==> config.mk <==
export PLATFORM = sky130hd
export DESIGN_NAME = epd_pixel_scramble_address_core
export DESIGN_NICKNAME = d
export VERILOG_FILES = /design/src/rtl/epdsa_pkg.sv /design/src/rtl/epd_pixel_scramble_address_core.sv /design/src/rtl/epdsa_map.sv /design/src/rtl/epdsa_rem.sv /design/src/rtl/epdsa_addr.sv
export SDC_FILE = /design/constraint.sdc
export NUM_CORES = 2
export LEC_CHECK = 0
export BUFFER_PORTS_ARGS = -buffer_cell sky130_fd_sc_hd__buf_4
export CAP_MARGIN = 0
export CORE_MARGIN = 2
export CORE_UTILIZATION = 58
export CTS_CLUSTER_SIZE = 16
export DETAILED_ROUTE_END_ITERATION = 10
export MAX_ROUTING_LAYER = met4
export PLACE_DENSITY_LB_ADDON = 0.12
export SYNTH_ARGS = -nofsm -noshare
export SYNTH_HDL_FRONTEND = slang
export SYNTH_HIERARCHICAL = 1
export SYNTH_SLANG_ARGS = --single-unit
export TNS_END_PERCENT = 20
==> constraint.sdc <==
create_clock -name clock -period 39.8 [get_ports clock]
set_clock_uncertainty 0.1 [all_clocks]
set_input_delay 1.99 -clock clock [delete_from_list [all_inputs] [get_ports clock]]
set_output_delay 1.99 -clock clock [all_outputs]
set_load 0.05 [all_outputs]
==> src/rtl/epdsa_pkg.sv <==
`timescale 1ns / 1ps
`default_nettype none
// ----------------------------------------------------------------------------
// epdsa_pkg - shared types and constants of the scrambled address core
// Mode bit positions, register indexes, field widths and the lane record
// that travels from the mapping stages through the remainder pipeline.
// ----------------------------------------------------------------------------
package epdsa_pkg;

   localparam int MaxLines = 2048;
   localparam int COORD_W  = $clog2(MaxLines);     // coordinate width
   localparam int CNT_W    = COORD_W + 1;          // configured line counts
   localparam int GEOM_W   = CNT_W + 1;            // scrambled line counts
   localparam int MODE_W   = 9;
   localparam int PIX_W    = 8;
   localparam int ADDR_W   = 22;
   localparam int CSR_IDX_W  = 2;
   localparam int CSR_DATA_W = CNT_W;

   // remainder pipeline: stages and quotient bits resolved per stage
   localparam int REM_STAGES = 4;
   localparam int REM_BITS   = 4;
   localparam int MAG_W      = REM_STAGES * REM_BITS;
   localparam int COL_W      = MAG_W;              // signed column value
   localparam int ROW_W      = CNT_W;              // row after scramble
   localparam int ROWS_W     = GEOM_W + 2;         // signed row after reverse

   // scramble_mode bit positions
   localparam int MODE_SRC_SCR   = 0;
   localparam int MODE_GATE_SCR  = 1;
   localparam int MODE_FIRST_ODD = 2;
   localparam int MODE_INTERLACE = 3;
   localparam int MODE_IL_ODD    = 4;
   localparam int MODE_MIRROR    = 5;
   localparam int MODE_SRC_REV   = 6;
   localparam int MODE_SRC_ROT   = 7;
   localparam int MODE_GATE_REV  = 8;

   // register indexes
   localparam logic [CSR_IDX_W-1:0] CSR_MODE         = 2'd0;
   localparam logic [CSR_IDX_W-1:0] CSR_GATE_LINES   = 2'd1;
   localparam logic [CSR_IDX_W-1:0] CSR_SOURCE_LINES = 2'd2;

   // configuration as seen by the datapath, line counts already scrambled
   typedef struct packed {
      logic [MODE_W-1:0] mode;
      logic [GEOM_W-1:0] gate_cnt;
      logic [GEOM_W-1:0] src_cnt;
   } geom_type;

   // one pixel in flight between the mapping and the address stages
   typedef struct packed {
      logic signed [COL_W-1:0] col;      // column before rotation
      logic                    neg;      // rotation dividend is negative
      logic [MAG_W-1:0]        mag;      // magnitude of rotation dividend
      logic [GEOM_W-1:0]       rem;      // partial remainder
      logic [ROW_W-1:0]        row;
      logic [PIX_W-1:0]        pix;
   } lane_type;

endpackage
`default_nettype wire

==> src/rtl/epd_pixel_scramble_address_core.sv <==
`timescale 1ns / 1ps
`default_nettype none
// ----------------------------------------------------------------------------
// epd_pixel_scramble_address_core - scrambled frame store address generator
// Maps each pixel with its gate-line and source-line coordinates to its
// address in the panel's scrambled frame store.
// ----------------------------------------------------------------------------
// Usage:
//   req_* carries one pixel beat (gate line, source line, pixel byte),
//   rsp_* returns its target address, the pixel and the scrambled line
//   counts. Both use valid/stall; a beat moves when valid is high and
//   stall is low.
//   csr_* writes scramble_mode, gate_lines and source_lines; write only
//   while no beat is in flight.
//   A beat passes three mapping stages, four remainder stages of the
//   half-row rotation (four dividend bits each) and three address stages
//   with the row multiply.
//   Throughput is one beat per cycle while rsp_stall is low. Each stage
//   holds its beat while the next is full, so a stalled response fills the
//   pipeline before req_stall rises, and empty stages are closed up.
//   Synchronous reset empties the pipeline and sets mode 0 with one gate
//   line and one source line.
// ----------------------------------------------------------------------------
module epd_pixel_scramble_address_core (
   input  wire                                 clock,
   input  wire                                 reset,
   // configuration
   input  wire                                 csr_wr_en,
   input  wire [epdsa_pkg::CSR_IDX_W-1:0]      csr_index,
   input  wire [epdsa_pkg::CSR_DATA_W-1:0]     csr_wr_data,
   // request
   input  wire                                 req_valid,
   output logic                                req_stall,
   input  wire [epdsa_pkg::COORD_W-1:0]        req_gate_line,
   input  wire [epdsa_pkg::COORD_W-1:0]        req_source_line,
   input  wire [epdsa_pkg::PIX_W-1:0]          req_pixel_in,
   // response
   output logic                                rsp_valid,
   input  wire                                 rsp_stall,
   output logic [epdsa_pkg::ADDR_W-1:0]        rsp_target_index,
   output logic [epdsa_pkg::PIX_W-1:0]         rsp_pixel_out,
   output logic [epdsa_pkg::GEOM_W-1:0]        rsp_out_gate_lines,
   output logic [epdsa_pkg::GEOM_W-1:0]        rsp_out_source_lines
);

   localparam int CNTW = epdsa_pkg::CNT_W;

   logic [epdsa_pkg::MODE_W-1:0]  mode_ff, mode_in;
   logic [CNTW-1:0]               gate_lines_ff, gate_lines_in;
   logic [CNTW-1:0]               source_lines_ff, source_lines_in;

   epdsa_pkg::geom_type  geom;
   logic                 src_scr, gate_scr;

   logic                 map_ready, map_valid, rem_ready, rem_valid, addr_ready;
   epdsa_pkg::lane_type  map_lane, rem_lane;

   always_comb begin
      mode_in         = mode_ff;
      gate_lines_in   = gate_lines_ff;
      source_lines_in = source_lines_ff;
      if (csr_wr_en) begin
         unique case (csr_index)
            epdsa_pkg::CSR_MODE:         mode_in = csr_wr_data[epdsa_pkg::MODE_W-1:0];
            epdsa_pkg::CSR_GATE_LINES:   gate_lines_in = csr_wr_data;
            epdsa_pkg::CSR_SOURCE_LINES: source_lines_in = csr_wr_data;
            default: ;
         endcase
      end
   end

   always_ff @(posedge clock) begin
      if (reset) begin
         mode_ff         <= '0;
         gate_lines_ff   <= CNTW'(1);
         source_lines_ff <= CNTW'(1);
      end else begin
         mode_ff         <= mode_in;
         gate_lines_ff   <= gate_lines_in;
         source_lines_ff <= source_lines_in;
      end
   end

   // line counts after the scramble; source scramble wins over gate scramble
   assign src_scr  = mode_ff[epdsa_pkg::MODE_SRC_SCR];
   assign gate_scr = ~src_scr & mode_ff[epdsa_pkg::MODE_GATE_SCR];

   always_comb begin
      geom.mode = mode_ff;
      if (src_scr) begin
         geom.gate_cnt = {2'b00, gate_lines_ff[CNTW-1:1]};
         geom.src_cnt  = {source_lines_ff, 1'b0};
      end else if (gate_scr) begin
         geom.gate_cnt = {gate_lines_ff, 1'b0};
         geom.src_cnt  = {2'b00, source_lines_ff[CNTW-1:1]};
      end else begin
         geom.gate_cnt = {1'b0, gate_lines_ff};
         geom.src_cnt  = {1'b0, source_lines_ff};
      end
   end

   epdsa_map u_map (
      .clock          (clock),
      .reset          (reset),
      .geom           (geom),
      .in_valid       (req_valid),
      .in_ready       (map_ready),
      .in_gate_line   (req_gate_line),
      .in_source_line (req_source_line),
      .in_pixel       (req_pixel_in),
      .out_valid      (map_valid),
      .out_ready      (rem_ready),
      .out_lane       (map_lane)
   );

   epdsa_rem u_rem (
      .clock     (clock),
      .reset     (reset),
      .geom      (geom),
      .in_valid  (map_valid),
      .in_ready  (rem_ready),
      .in_lane   (map_lane),
      .out_valid (rem_valid),
      .out_ready (addr_ready),
      .out_lane  (rem_lane)
   );

   epdsa_addr u_addr (
      .clock     (clock),
      .reset     (reset),
      .geom      (geom),
      .in_valid  (rem_valid),
      .in_ready  (addr_ready),
      .in_lane   (rem_lane),
      .out_valid (rsp_valid),
      .out_ready (~rsp_stall),
      .out_addr  (rsp_target_index),
      .out_pixel (rsp_pixel_out)
   );

   assign req_stall            = ~map_ready;
   assign rsp_out_gate_lines   = geom.gate_cnt;
   assign rsp_out_source_lines = geom.src_cnt;

`ifndef SYNTHESIS
   a_reset_empties: assert property (@(posedge clock)
      reset |=> !rsp_valid)
      else $error("response valid right after reset");

   a_plain_geometry: assert property (@(posedge clock) disable iff (reset)
      rsp_valid && (mode_ff == '0) |-> rsp_out_gate_lines == {1'b0, gate_lines_ff})
      else $error("gate line count changed with zero mode");

   a_src_scr_even: assert property (@(posedge clock) disable iff (reset)
      rsp_valid && mode_ff[epdsa_pkg::MODE_SRC_SCR] |-> !rsp_out_source_lines[0])
      else $error("odd source line count under source scramble");
`endif

endmodule
`default_nettype wire

==> src/rtl/epdsa_map.sv <==
`timescale 1ns / 1ps
`default_nettype none
// ----------------------------------------------------------------------------
// epdsa_map - coordinate mapping stages
// Three register stages: row/column scramble and interlace, then mirror and
// column reverse, then the signed dividend of the half-row rotation.
// ----------------------------------------------------------------------------
module epdsa_map (
   input  wire                             clock,
   input  wire                             reset,
   input  wire epdsa_pkg::geom_type        geom,
   input  wire                             in_valid,
   output logic                            in_ready,
   input  wire [epdsa_pkg::COORD_W-1:0]    in_gate_line,
   input  wire [epdsa_pkg::COORD_W-1:0]    in_source_line,
   input  wire [epdsa_pkg::PIX_W-1:0]      in_pixel,
   output logic                            out_valid,
   input  wire                             out_ready,
   output epdsa_pkg::lane_type             out_lane
);

   localparam int GW = epdsa_pkg::GEOM_W;
   localparam int CW = epdsa_pkg::COL_W;
   localparam int RW = epdsa_pkg::ROW_W;
   localparam int KW = epdsa_pkg::COORD_W;

   logic en_a, en_b, en_c;

   // stage a
   logic                         va_ff, va_in;
   logic [RW-1:0]                row_a_ff, row_a_in;
   logic [GW-1:0]                col_a_ff, col_a_in;
   logic [epdsa_pkg::PIX_W-1:0]  pix_a_ff;
   // stage b
   logic                         vb_ff, vb_in;
   logic signed [CW-1:0]         col_b_ff, col_b_in;
   logic [RW-1:0]                row_b_ff;
   logic [epdsa_pkg::PIX_W-1:0]  pix_b_ff;
   // stage c
   logic                         vc_ff, vc_in;
   epdsa_pkg::lane_type          lane_c_ff, lane_c_in;

   logic              src_scr, gate_scr, first_odd;
   logic [RW-1:0]     col_s;
   logic              par;
   logic [GW-1:0]     half_cnt;
   logic signed [CW-1:0] half_s, cnt_s, col_m, dvd;

   assign src_scr   = geom.mode[epdsa_pkg::MODE_SRC_SCR];
   assign gate_scr  = ~src_scr & geom.mode[epdsa_pkg::MODE_GATE_SCR];
   assign first_odd = geom.mode[epdsa_pkg::MODE_FIRST_ODD];
   assign half_cnt  = {1'b0, geom.src_cnt[GW-1:1]};
   assign half_s    = $signed(CW'(half_cnt));
   assign cnt_s     = $signed(CW'(geom.src_cnt));

   assign en_c     = ~vc_ff | out_ready;
   assign en_b     = ~vb_ff | en_c;
   assign en_a     = ~va_ff | en_b;
   assign in_ready = en_a;

   // stage a: row pairs or column pairs folded, then interlace
   always_comb begin
      if (src_scr) begin
         row_a_in = {2'b00, in_gate_line[KW-1:1]};
         col_s    = {in_source_line, in_gate_line[0] ^ first_odd};
      end else if (gate_scr) begin
         row_a_in = {in_gate_line, in_source_line[0] ^ first_odd};
         col_s    = {2'b00, in_source_line[KW-1:1]};
      end else begin
         row_a_in = {1'b0, in_gate_line};
         col_s    = {1'b0, in_source_line};
      end
      par = col_s[0] ^ geom.mode[epdsa_pkg::MODE_IL_ODD];
      if (geom.mode[epdsa_pkg::MODE_INTERLACE]) begin
         col_a_in = GW'({1'b0, col_s[RW-1:1]}) + (par ? half_cnt : '0);
      end else begin
         col_a_in = GW'(col_s);
      end
      va_in = en_a ? in_valid : va_ff;
   end

   // stage b: mirror of the upper half, then column reverse
   always_comb begin
      col_m = $signed(CW'(col_a_ff));
      if (geom.mode[epdsa_pkg::MODE_MIRROR] && (col_a_ff >= half_cnt)) begin
         col_m = cnt_s - CW'(1) - col_m + half_s;
      end
      if (geom.mode[epdsa_pkg::MODE_SRC_REV]) begin
         col_b_in = cnt_s - col_m - CW'(1);
      end else begin
         col_b_in = col_m;
      end
      vb_in = en_b ? va_ff : vb_ff;
   end

   // stage c: rotation dividend split into sign and magnitude
   always_comb begin
      dvd              = col_b_ff + half_s;
      lane_c_in.col    = col_b_ff;
      lane_c_in.neg    = dvd[CW-1];
      lane_c_in.mag    = dvd[CW-1] ? epdsa_pkg::MAG_W'(-dvd) : epdsa_pkg::MAG_W'(dvd);
      lane_c_in.rem    = '0;
      lane_c_in.row    = row_b_ff;
      lane_c_in.pix    = pix_b_ff;
      vc_in = en_c ? vb_ff : vc_ff;
   end

   always_ff @(posedge clock) begin
      if (reset) begin
         va_ff <= 1'b0;
         vb_ff <= 1'b0;
         vc_ff <= 1'b0;
      end else begin
         va_ff <= va_in;
         vb_ff <= vb_in;
         vc_ff <= vc_in;
      end
   end

   always_ff @(posedge clock) begin
      if (en_a) begin
         row_a_ff <= row_a_in;
         col_a_ff <= col_a_in;
         pix_a_ff <= in_pixel;
      end
      if (en_b) begin
         col_b_ff <= col_b_in;
         row_b_ff <= row_a_ff;
         pix_b_ff <= pix_a_ff;
      end
      if (en_c) begin
         lane_c_ff <= lane_c_in;
      end
   end

   assign out_valid = vc_ff;
   assign out_lane  = lane_c_ff;

endmodule
`default_nettype wire

==> src/rtl/epdsa_rem.sv <==
`timescale 1ns / 1ps
`default_nettype none
// ----------------------------------------------------------------------------
// epdsa_rem - pipelined remainder of the rotation dividend
// Restoring remainder by the scrambled column count, a few dividend bits
// resolved in each register stage.
// ----------------------------------------------------------------------------
module epdsa_rem (
   input  wire                        clock,
   input  wire                        reset,
   input  wire epdsa_pkg::geom_type   geom,
   input  wire                        in_valid,
   output logic                       in_ready,
   input  wire epdsa_pkg::lane_type   in_lane,
   output logic                       out_valid,
   input  wire                        out_ready,
   output epdsa_pkg::lane_type        out_lane
);

   localparam int NS = epdsa_pkg::REM_STAGES;
   localparam int NB = epdsa_pkg::REM_BITS;
   localparam int GW = epdsa_pkg::GEOM_W;
   localparam int MW = epdsa_pkg::MAG_W;

   logic [NS-1:0]         v_ff, v_in, en, v_src;
   epdsa_pkg::lane_type   lane_ff [NS];
   epdsa_pkg::lane_type   lane_in [NS];
   epdsa_pkg::lane_type   lane_src [NS];

   function automatic logic [GW-1:0] rem_bits(input logic [GW-1:0] r_in,
                                              input logic [NB-1:0] bits,
                                              input logic [GW-1:0] d);
      logic [GW:0]   t;
      logic [GW-1:0] r;
      r = r_in;
      for (int i = NB - 1; i >= 0; i--) begin
         t = {r, bits[i]};
         if (t >= {1'b0, d}) begin
            t = t - {1'b0, d};
         end
         r = t[GW-1:0];
      end
      return r;
   endfunction

   always_comb begin
      en[NS-1] = ~v_ff[NS-1] | out_ready;
      for (int k = NS - 2; k >= 0; k--) begin
         en[k] = ~v_ff[k] | en[k+1];
      end
      for (int k = 0; k < NS; k++) begin
         v_in[k] = en[k] ? v_src[k] : v_ff[k];
      end
   end

   assign in_ready = en[0];

   for (genvar k = 0; k < NS; k++) begin : g_stage
      if (k == 0) begin : g_first
         assign v_src[k]    = in_valid;
         assign lane_src[k] = in_lane;
      end else begin : g_next
         assign v_src[k]    = v_ff[k-1];
         assign lane_src[k] = lane_ff[k-1];
      end

      always_comb begin
         lane_in[k]     = lane_src[k];
         lane_in[k].rem = rem_bits(lane_src[k].rem,
                                   lane_src[k].mag[MW-1-k*NB -: NB],
                                   geom.src_cnt);
      end

      always_ff @(posedge clock) begin
         if (en[k]) begin
            lane_ff[k] <= lane_in[k];
         end
      end
   end

   always_ff @(posedge clock) begin
      if (reset) begin
         v_ff <= '0;
      end else begin
         v_ff <= v_in;
      end
   end

   assign out_valid = v_ff[NS-1];
   assign out_lane  = lane_ff[NS-1];

`ifndef SYNTHESIS
   a_rem_below_divisor: assert property (@(posedge clock) disable iff (reset)
      out_valid && (geom.src_cnt != '0) |-> out_lane.rem < geom.src_cnt)
      else $error("remainder not below column count");
`endif

endmodule
`default_nettype wire

==> src/rtl/epdsa_addr.sv <==
`timescale 1ns / 1ps
`default_nettype none
// ----------------------------------------------------------------------------
// epdsa_addr - rotation select, row reverse and linear address
// Three register stages: signed remainder and row reverse, row times line
// length, then the column add into the output register.
// ----------------------------------------------------------------------------
module epdsa_addr (
   input  wire                            clock,
   input  wire                            reset,
   input  wire epdsa_pkg::geom_type       geom,
   input  wire                            in_valid,
   output logic                           in_ready,
   input  wire epdsa_pkg::lane_type       in_lane,
   output logic                           out_valid,
   input  wire                            out_ready,
   output logic [epdsa_pkg::ADDR_W-1:0]   out_addr,
   output logic [epdsa_pkg::PIX_W-1:0]    out_pixel
);

   localparam int GW = epdsa_pkg::GEOM_W;
   localparam int CW = epdsa_pkg::COL_W;
   localparam int SW = epdsa_pkg::ROWS_W;
   localparam int AW = epdsa_pkg::ADDR_W;
   localparam int PW = SW + GW + 1;

   logic en_d, en_e, en_f;

   logic                         vd_ff, vd_in;
   logic signed [CW-1:0]         col_d_ff, col_d_in;
   logic signed [SW-1:0]         row_d_ff, row_d_in;
   logic [epdsa_pkg::PIX_W-1:0]  pix_d_ff;

   logic                         ve_ff, ve_in;
   logic [AW-1:0]                prod_e_ff;
   logic signed [CW-1:0]         col_e_ff;
   logic [epdsa_pkg::PIX_W-1:0]  pix_e_ff;
   logic signed [PW-1:0]         prod;

   logic                         vf_ff, vf_in;
   logic [AW-1:0]                addr_f_ff, addr_f_in;
   logic [epdsa_pkg::PIX_W-1:0]  pix_f_ff;

   logic signed [CW-1:0]         rem_s, row_s;

   assign en_f     = ~vf_ff | out_ready;
   assign en_e     = ~ve_ff | en_f;
   assign en_d     = ~vd_ff | en_e;
   assign in_ready = en_d;

   // remainder takes the sign of the dividend
   always_comb begin
      rem_s = $signed(CW'(in_lane.rem));
      if (in_lane.neg) begin
         rem_s = -rem_s;
      end
      if (geom.mode[epdsa_pkg::MODE_SRC_ROT] && (geom.src_cnt != '0)) begin
         col_d_in = rem_s;
      end else begin
         col_d_in = in_lane.col;
      end
      row_s = $signed(CW'(in_lane.row));
      if (geom.mode[epdsa_pkg::MODE_GATE_REV]) begin
         row_d_in = $signed(SW'(geom.gate_cnt)) - SW'(row_s) - SW'(1);
      end else begin
         row_d_in = SW'(row_s);
      end
      vd_in = en_d ? in_valid : vd_ff;
   end

   assign prod  = row_d_ff * $signed({1'b0, geom.src_cnt});
   assign ve_in = en_e ? vd_ff : ve_ff;

   // address wraps to its width
   assign addr_f_in = prod_e_ff + AW'(col_e_ff);
   assign vf_in     = en_f ? ve_ff : vf_ff;

   always_ff @(posedge clock) begin
      if (reset) begin
         vd_ff <= 1'b0;
         ve_ff <= 1'b0;
         vf_ff <= 1'b0;
      end else begin
         vd_ff <= vd_in;
         ve_ff <= ve_in;
         vf_ff <= vf_in;
      end
   end

   always_ff @(posedge clock) begin
      if (en_d) begin
         col_d_ff <= col_d_in;
         row_d_ff <= row_d_in;
         pix_d_ff <= in_lane.pix;
      end
      if (en_e) begin
         prod_e_ff <= prod[AW-1:0];
         col_e_ff  <= col_d_ff;
         pix_e_ff  <= pix_d_ff;
      end
      if (en_f) begin
         addr_f_ff <= addr_f_in;
         pix_f_ff  <= pix_e_ff;
      end
   end

   assign out_valid = vf_ff;
   assign out_addr  = addr_f_ff;
   assign out_pixel = pix_f_ff;

endmodule
`default_nettype wire
[Yosys cells after proc, flatten, opt, wreduce, memory -nomap -nowiden]
Memory sizes are Yosys's and may differ from the RTL's.
Index checks and enable logic that the tools add are counted.
Storage, ports and cells
  output and inout port bits: 58
  RAM bits: 264
  word-level logic and storage cells: 160
  bits of input ports: 49
  bits in registers: 280
  memories kept: 1
Operators by class
  order comparisons: 17
  multiplexer cells: 38
  eq/ne operators: 2
  bitwise gates (word level): 28
  $add $sub $neg: 28
  reduce and logical (&&, ||, !) cells: 8
  multiply operators: 1
Memories
  u_rem.lane_ff: depth 4, width 66, rd ports 4, clocked after Yosys merged registers in 0, wr ports 4, line epdsa_rem.sv:26  | epdsa_pkg::lane_type lane_ff [NS];
Operators by type and width (number)
  >= comparator 14 x 13 -> 1 bit: 15
  2-to-1 mux 13 bit: 16
  subtractor 13 bit: 15
  2-to-1 mux 16 bit: 4
  2-to-1 mux 26 bit: 2
  2-to-1 mux 12 bit: 4
  adder 16 x 13 -> 16 bit: 2
  adder 22 bit: 1
  multiplier 15 x 14 -> 22 bit: 1
  2-to-1 mux 11 bit: 2
  negation 13 -> 16 bit: 1
  negation 16 bit: 1
  subtractor 14 x 16 -> 16 bit: 1
  subtractor 16 x 14 -> 16 bit: 1
  subtractor 16 x 2 -> 16 bit, second input constant: 1
  2-to-1 mux 15 bit: 1
  subtractor 14 x 2 -> 15 bit, second input constant: 1
  inverter 1 bit: 14
  subtractor 13 x 1 -> 14 bit, second input constant: 1
  subtractor 13 x 12 -> 14 bit: 1
  adder 11 x 12 -> 13 bit: 1
  >= comparator 1 x 13 -> 1 bit: 1
  >= comparator 13 x 12 -> 1 bit: 1
  nonzero test 13 bit: 1
  12 further kinds: 33

[Logic depth before layout (Yosys ltp)]
  word-level depth: 12
  gate-level depth with buffers: 49
  depth with buffers taken out: 43

[By module]
The synthesis kept the hierarchy.
By module, submodules not included
  epdsa_rem: sequential area each 8007.7 µm², cells an instance 1817, area each 19531.2 µm², instances 1
  epdsa_addr: sequential area each 3513.4 µm², cells an instance 1185, area each 11905.2 µm², instances 1
  epdsa_map: sequential area each 3723.6 µm², cells an instance 752, area each 8144.1 µm², instances 1
  epd_pixel_scramble_address_core: sequential area each 660.6 µm², cells an instance 206, area each 1841.8 µm², instances 1

[Least setup slack after synthesis]
No wires, ideal clock.
  path kind: register to register
  from: reg mode_ff[1] (netlist bit)
  to: mem u_rem/lane_ff[3][24] (netlist bit), data pin
  required time: 39440 ps
  arrival time: 14708 ps
  stages on the path, launching flop included: 44
  slack: 24732 ps
  buffers on the path: 7
  period minus slack after synthesis: 15068 ps
  setup time: 260 ps
  path through: dfxtp_1 > buf_4 > mux2i_1 > o21ai_0 > inv_1 > ha_1 > nand4_1 > o21ai_0 > nor2_1 > a21oi_4 > clkbuf_1 > o21ai_0 > fa_1 > nand2b_1 > a211oi_1 > o41ai_1 > a21oi_1 > nand4b_1 > [8 not listed] > o21a_1 > o31a_1 > a2111o_1 > buf_6 > buf_2 > mux2_2 > ha_1 > or2_2 > a21oi_1 > a31oi_1 > nand4_1 > o21ai_0 > o21ai_0 > nand2_1 > a221oi_2 > o21ai_2 > buf_6 > mux2_4
RTL lines
  from (decl): line epd_pixel_scramble_address_core.sv:48  | logic [epdsa_pkg::MODE_W-1:0] mode_ff, mode_in;
  from (signal assigned): line epd_pixel_scramble_address_core.sv:78  | mode_ff <= mode_in;
  to (decl): line epdsa_rem.sv:26

==> flow_metrics.tcl <==
set metrics [dict create \
    insertion_delay_ps 650 \
    finalSetupViolations 0 \
    post-dp-hpwl_um 67700 \
    r2r-end "u_rem/lane_ff[0][26]$_DFFE_PP_" \
    status "complete, no violations" \
    cts_setup_buffers 0 \
    drc 0 \
    nFillCells 5558 \
    cts_resized 0 \
    netlist_area_um2 40200 \
    slew_viol_final 0 \
    end_kind "register" \
    routed_wl_um 92400 \
    synthesis.instances 3920 \
    cp_max_fo 27 \
    drt-initial-drc-count 2007 \
    drive_above_1_share_pct 10.4 \
    clock_path_buffers 3 \
    hold_class "register to register" \
    gp_congestion 0.927 \
    clk_pin_slew_ps 60 \
    syn_area_per_cell_um2 10.3 \
    clock-root-buffer "clkbuf_16" \
    antenna_found_initial 0 \
    grt_overflow 0 \
    max-cap-violations 0 \
    regArea_um2 14700 \
    ff2ff_path_depth 40 \
    fmax_ghz 0.0799 \
    tns_ps 0 \
    avgRoutedWirePerCell_um 18.5 \
    hold_viol 0 \
    numPortBuffers 106 \
    grt_usage_pct 26.8 \
    holdBufCountCts 0 \
    critical_path.endpoint "u_rem/lane_ff[0][26]$_DFFE_PP_" \
    die-area_um2 71500 \
    start_util_pct 58.6 \
    setup_ws_ps 27280 \
    pre_cts_ws_ps 27770 \
    viasPerCell 5.70 \
    r2r_start "mode_ff[1]$_SDFFE_PP0P_" \
    slew-limit-headroom_pct 33.5 \
    crit_path_top_delay_cell "dfxtp_2" \
    tightestPinTransition_ps 997 \
    required_ps 40060 \
    multiInputGateArea_um2 23800 \
    critPathMostFrequentCell "mux2i_1" \
    numCtsBuffers 54 \
    critPathLaunch "mode_ff[1]$_SDFFE_PP0P_" \
    fp.coreArea_um2 68600 \
    max_stage_delay_ps 840 \
    area_growth_syn_to_layout_pct 9.17 \
    nNetsFinal 4616 \
    reg2reg_slack_ps 27280 \
    ant_nets 0 \
    firstDrtPassIters 5 \
    cp.arrival_ps 12780 \
    fin_crit_ps 12520 \
    grt_pass1_vias 27107 \
    fp.dieH_um 267 \
    die_w_um 267 \
    grt_pass1_wl_um 146000 \
    yosysWarnings 6 \
    rsz0062_at_grt "false" \
    htreeDepth 2 \
    pin_count 107 \
    cts_sinks 504 \
    start_kind "register" \
    post-route-period-util_pct 31.4 \
    cts_tree "yes" \
    rows 96 \
    critical_path_class "register to register" \
    grt_max_degree 77 \
    vias 28546 \
    antenna_cells 0 \
]
-- state kept, by name (all words and copies together) (netlist names), 9 cells and up --
name	cells
u_addr/prod_e_ff	22
source_lines_ff	12
mode_ff	9
u_addr/col_d_ff	16
u_map/col_b_ff	16
u_map/col_a_ff	13
u_addr/col_e_ff	16
u_addr/out_addr	22
u_map/row_a_ff	12
u_map/row_b_ff	12
u_map/out_lane	53
u_addr/row_d_ff	15
u_rem/lane_ff	224
gate_lines_ff	12
-- worst max-delay path, delay by kind of cell, from the launching register on --
family | cells | cell delay [ps]
AO/OA/AOI/OAI | 21 | 5640
adder cells (fa/ha/maj) | 4 | 1600
buffers and inverters | 4 | 1400
flip-flops | 1 | 840
multiplexers | 6 | 1780
AND/OR/NAND/NOR | 5 | 820
-- placed cells by master, fill, tap and decap left out, types with 80 or more instances in the layout --
master    count
o21ai_0     185
inv_1       355
fa_1        174
nand2b_1     80
mux2_2       90
buf_4       150
xor2_1       95
mux2i_1     111
nor2_1      266
and2_1      124
nand2_1     296
ha_1        363
a21oi_1     245
edfxtp_1    461
xnor2_1     205
-- how the worst min path moves through the flow --
stage                                             start                              to  slack, ps  depth (start not counted)
after global routing        u_map/pix_b_ff[2]$_DFFE_PP_     u_map/out_lane[2]$_DFFE_PP_        310                          0
after detailed placement   u_addr/col_d_ff[5]$_DFFE_PP_    u_addr/col_e_ff[5]$_DFFE_PP_        300                          0
after CTS                   u_map/pix_b_ff[2]$_DFFE_PP_     u_map/out_lane[2]$_DFFE_PP_        310                          0
after floorplan            u_addr/col_d_ff[0]$_DFFE_PP_    u_addr/col_e_ff[0]$_DFFE_PP_        300                          0
after global placement    u_addr/col_d_ff[10]$_DFFE_PP_   u_addr/col_e_ff[10]$_DFFE_PP_        300                          0
final                      u_map/out_lane[13]$_DFFE_PP_  u_rem/lane_ff[0][13]$_DFFE_PP_        310                          0
-- layer usage --
layer / vias up / routed length [um] / global-route usage [%]
met2: 698 / 42600 / 42.3
met1: 13659 / 43400 / 37.8
li1: 14094 / - / -
met5: - / 0 / -
met3: 95 / 4740 / 2.69
met4: 0 / 1700 / 5.78
-- stage by stage --
step / cell area [um2] / std cells / utilization [%] / hold slack [ps]
after CTS: 43900 / 5005 / 64.0 / 313
after detailed placement: 42100 / 4905 / 61.4 / 305
after global routing: 43900 / 5005 / 64.0 / 306
after floorplan: 40300 / 3932 / - / 300
after global placement: 42100 / 4905 / 61.4 / 300
final: 43900 / 5005 / 64.0 / 313
-- layout make-up --
cell class	count	area share [%]
inverters	360	3.08
clock inverters	33	0.815
flip-flops and latches	504	33.5
multi-input cells	2960	54.1
repair buffers	150	2.56
clock buffers	67	3.28
well taps	931	2.65
Power is not shown: default switching activity piles up to over one toggle a cycle in this logic, so the estimate is an artifact.
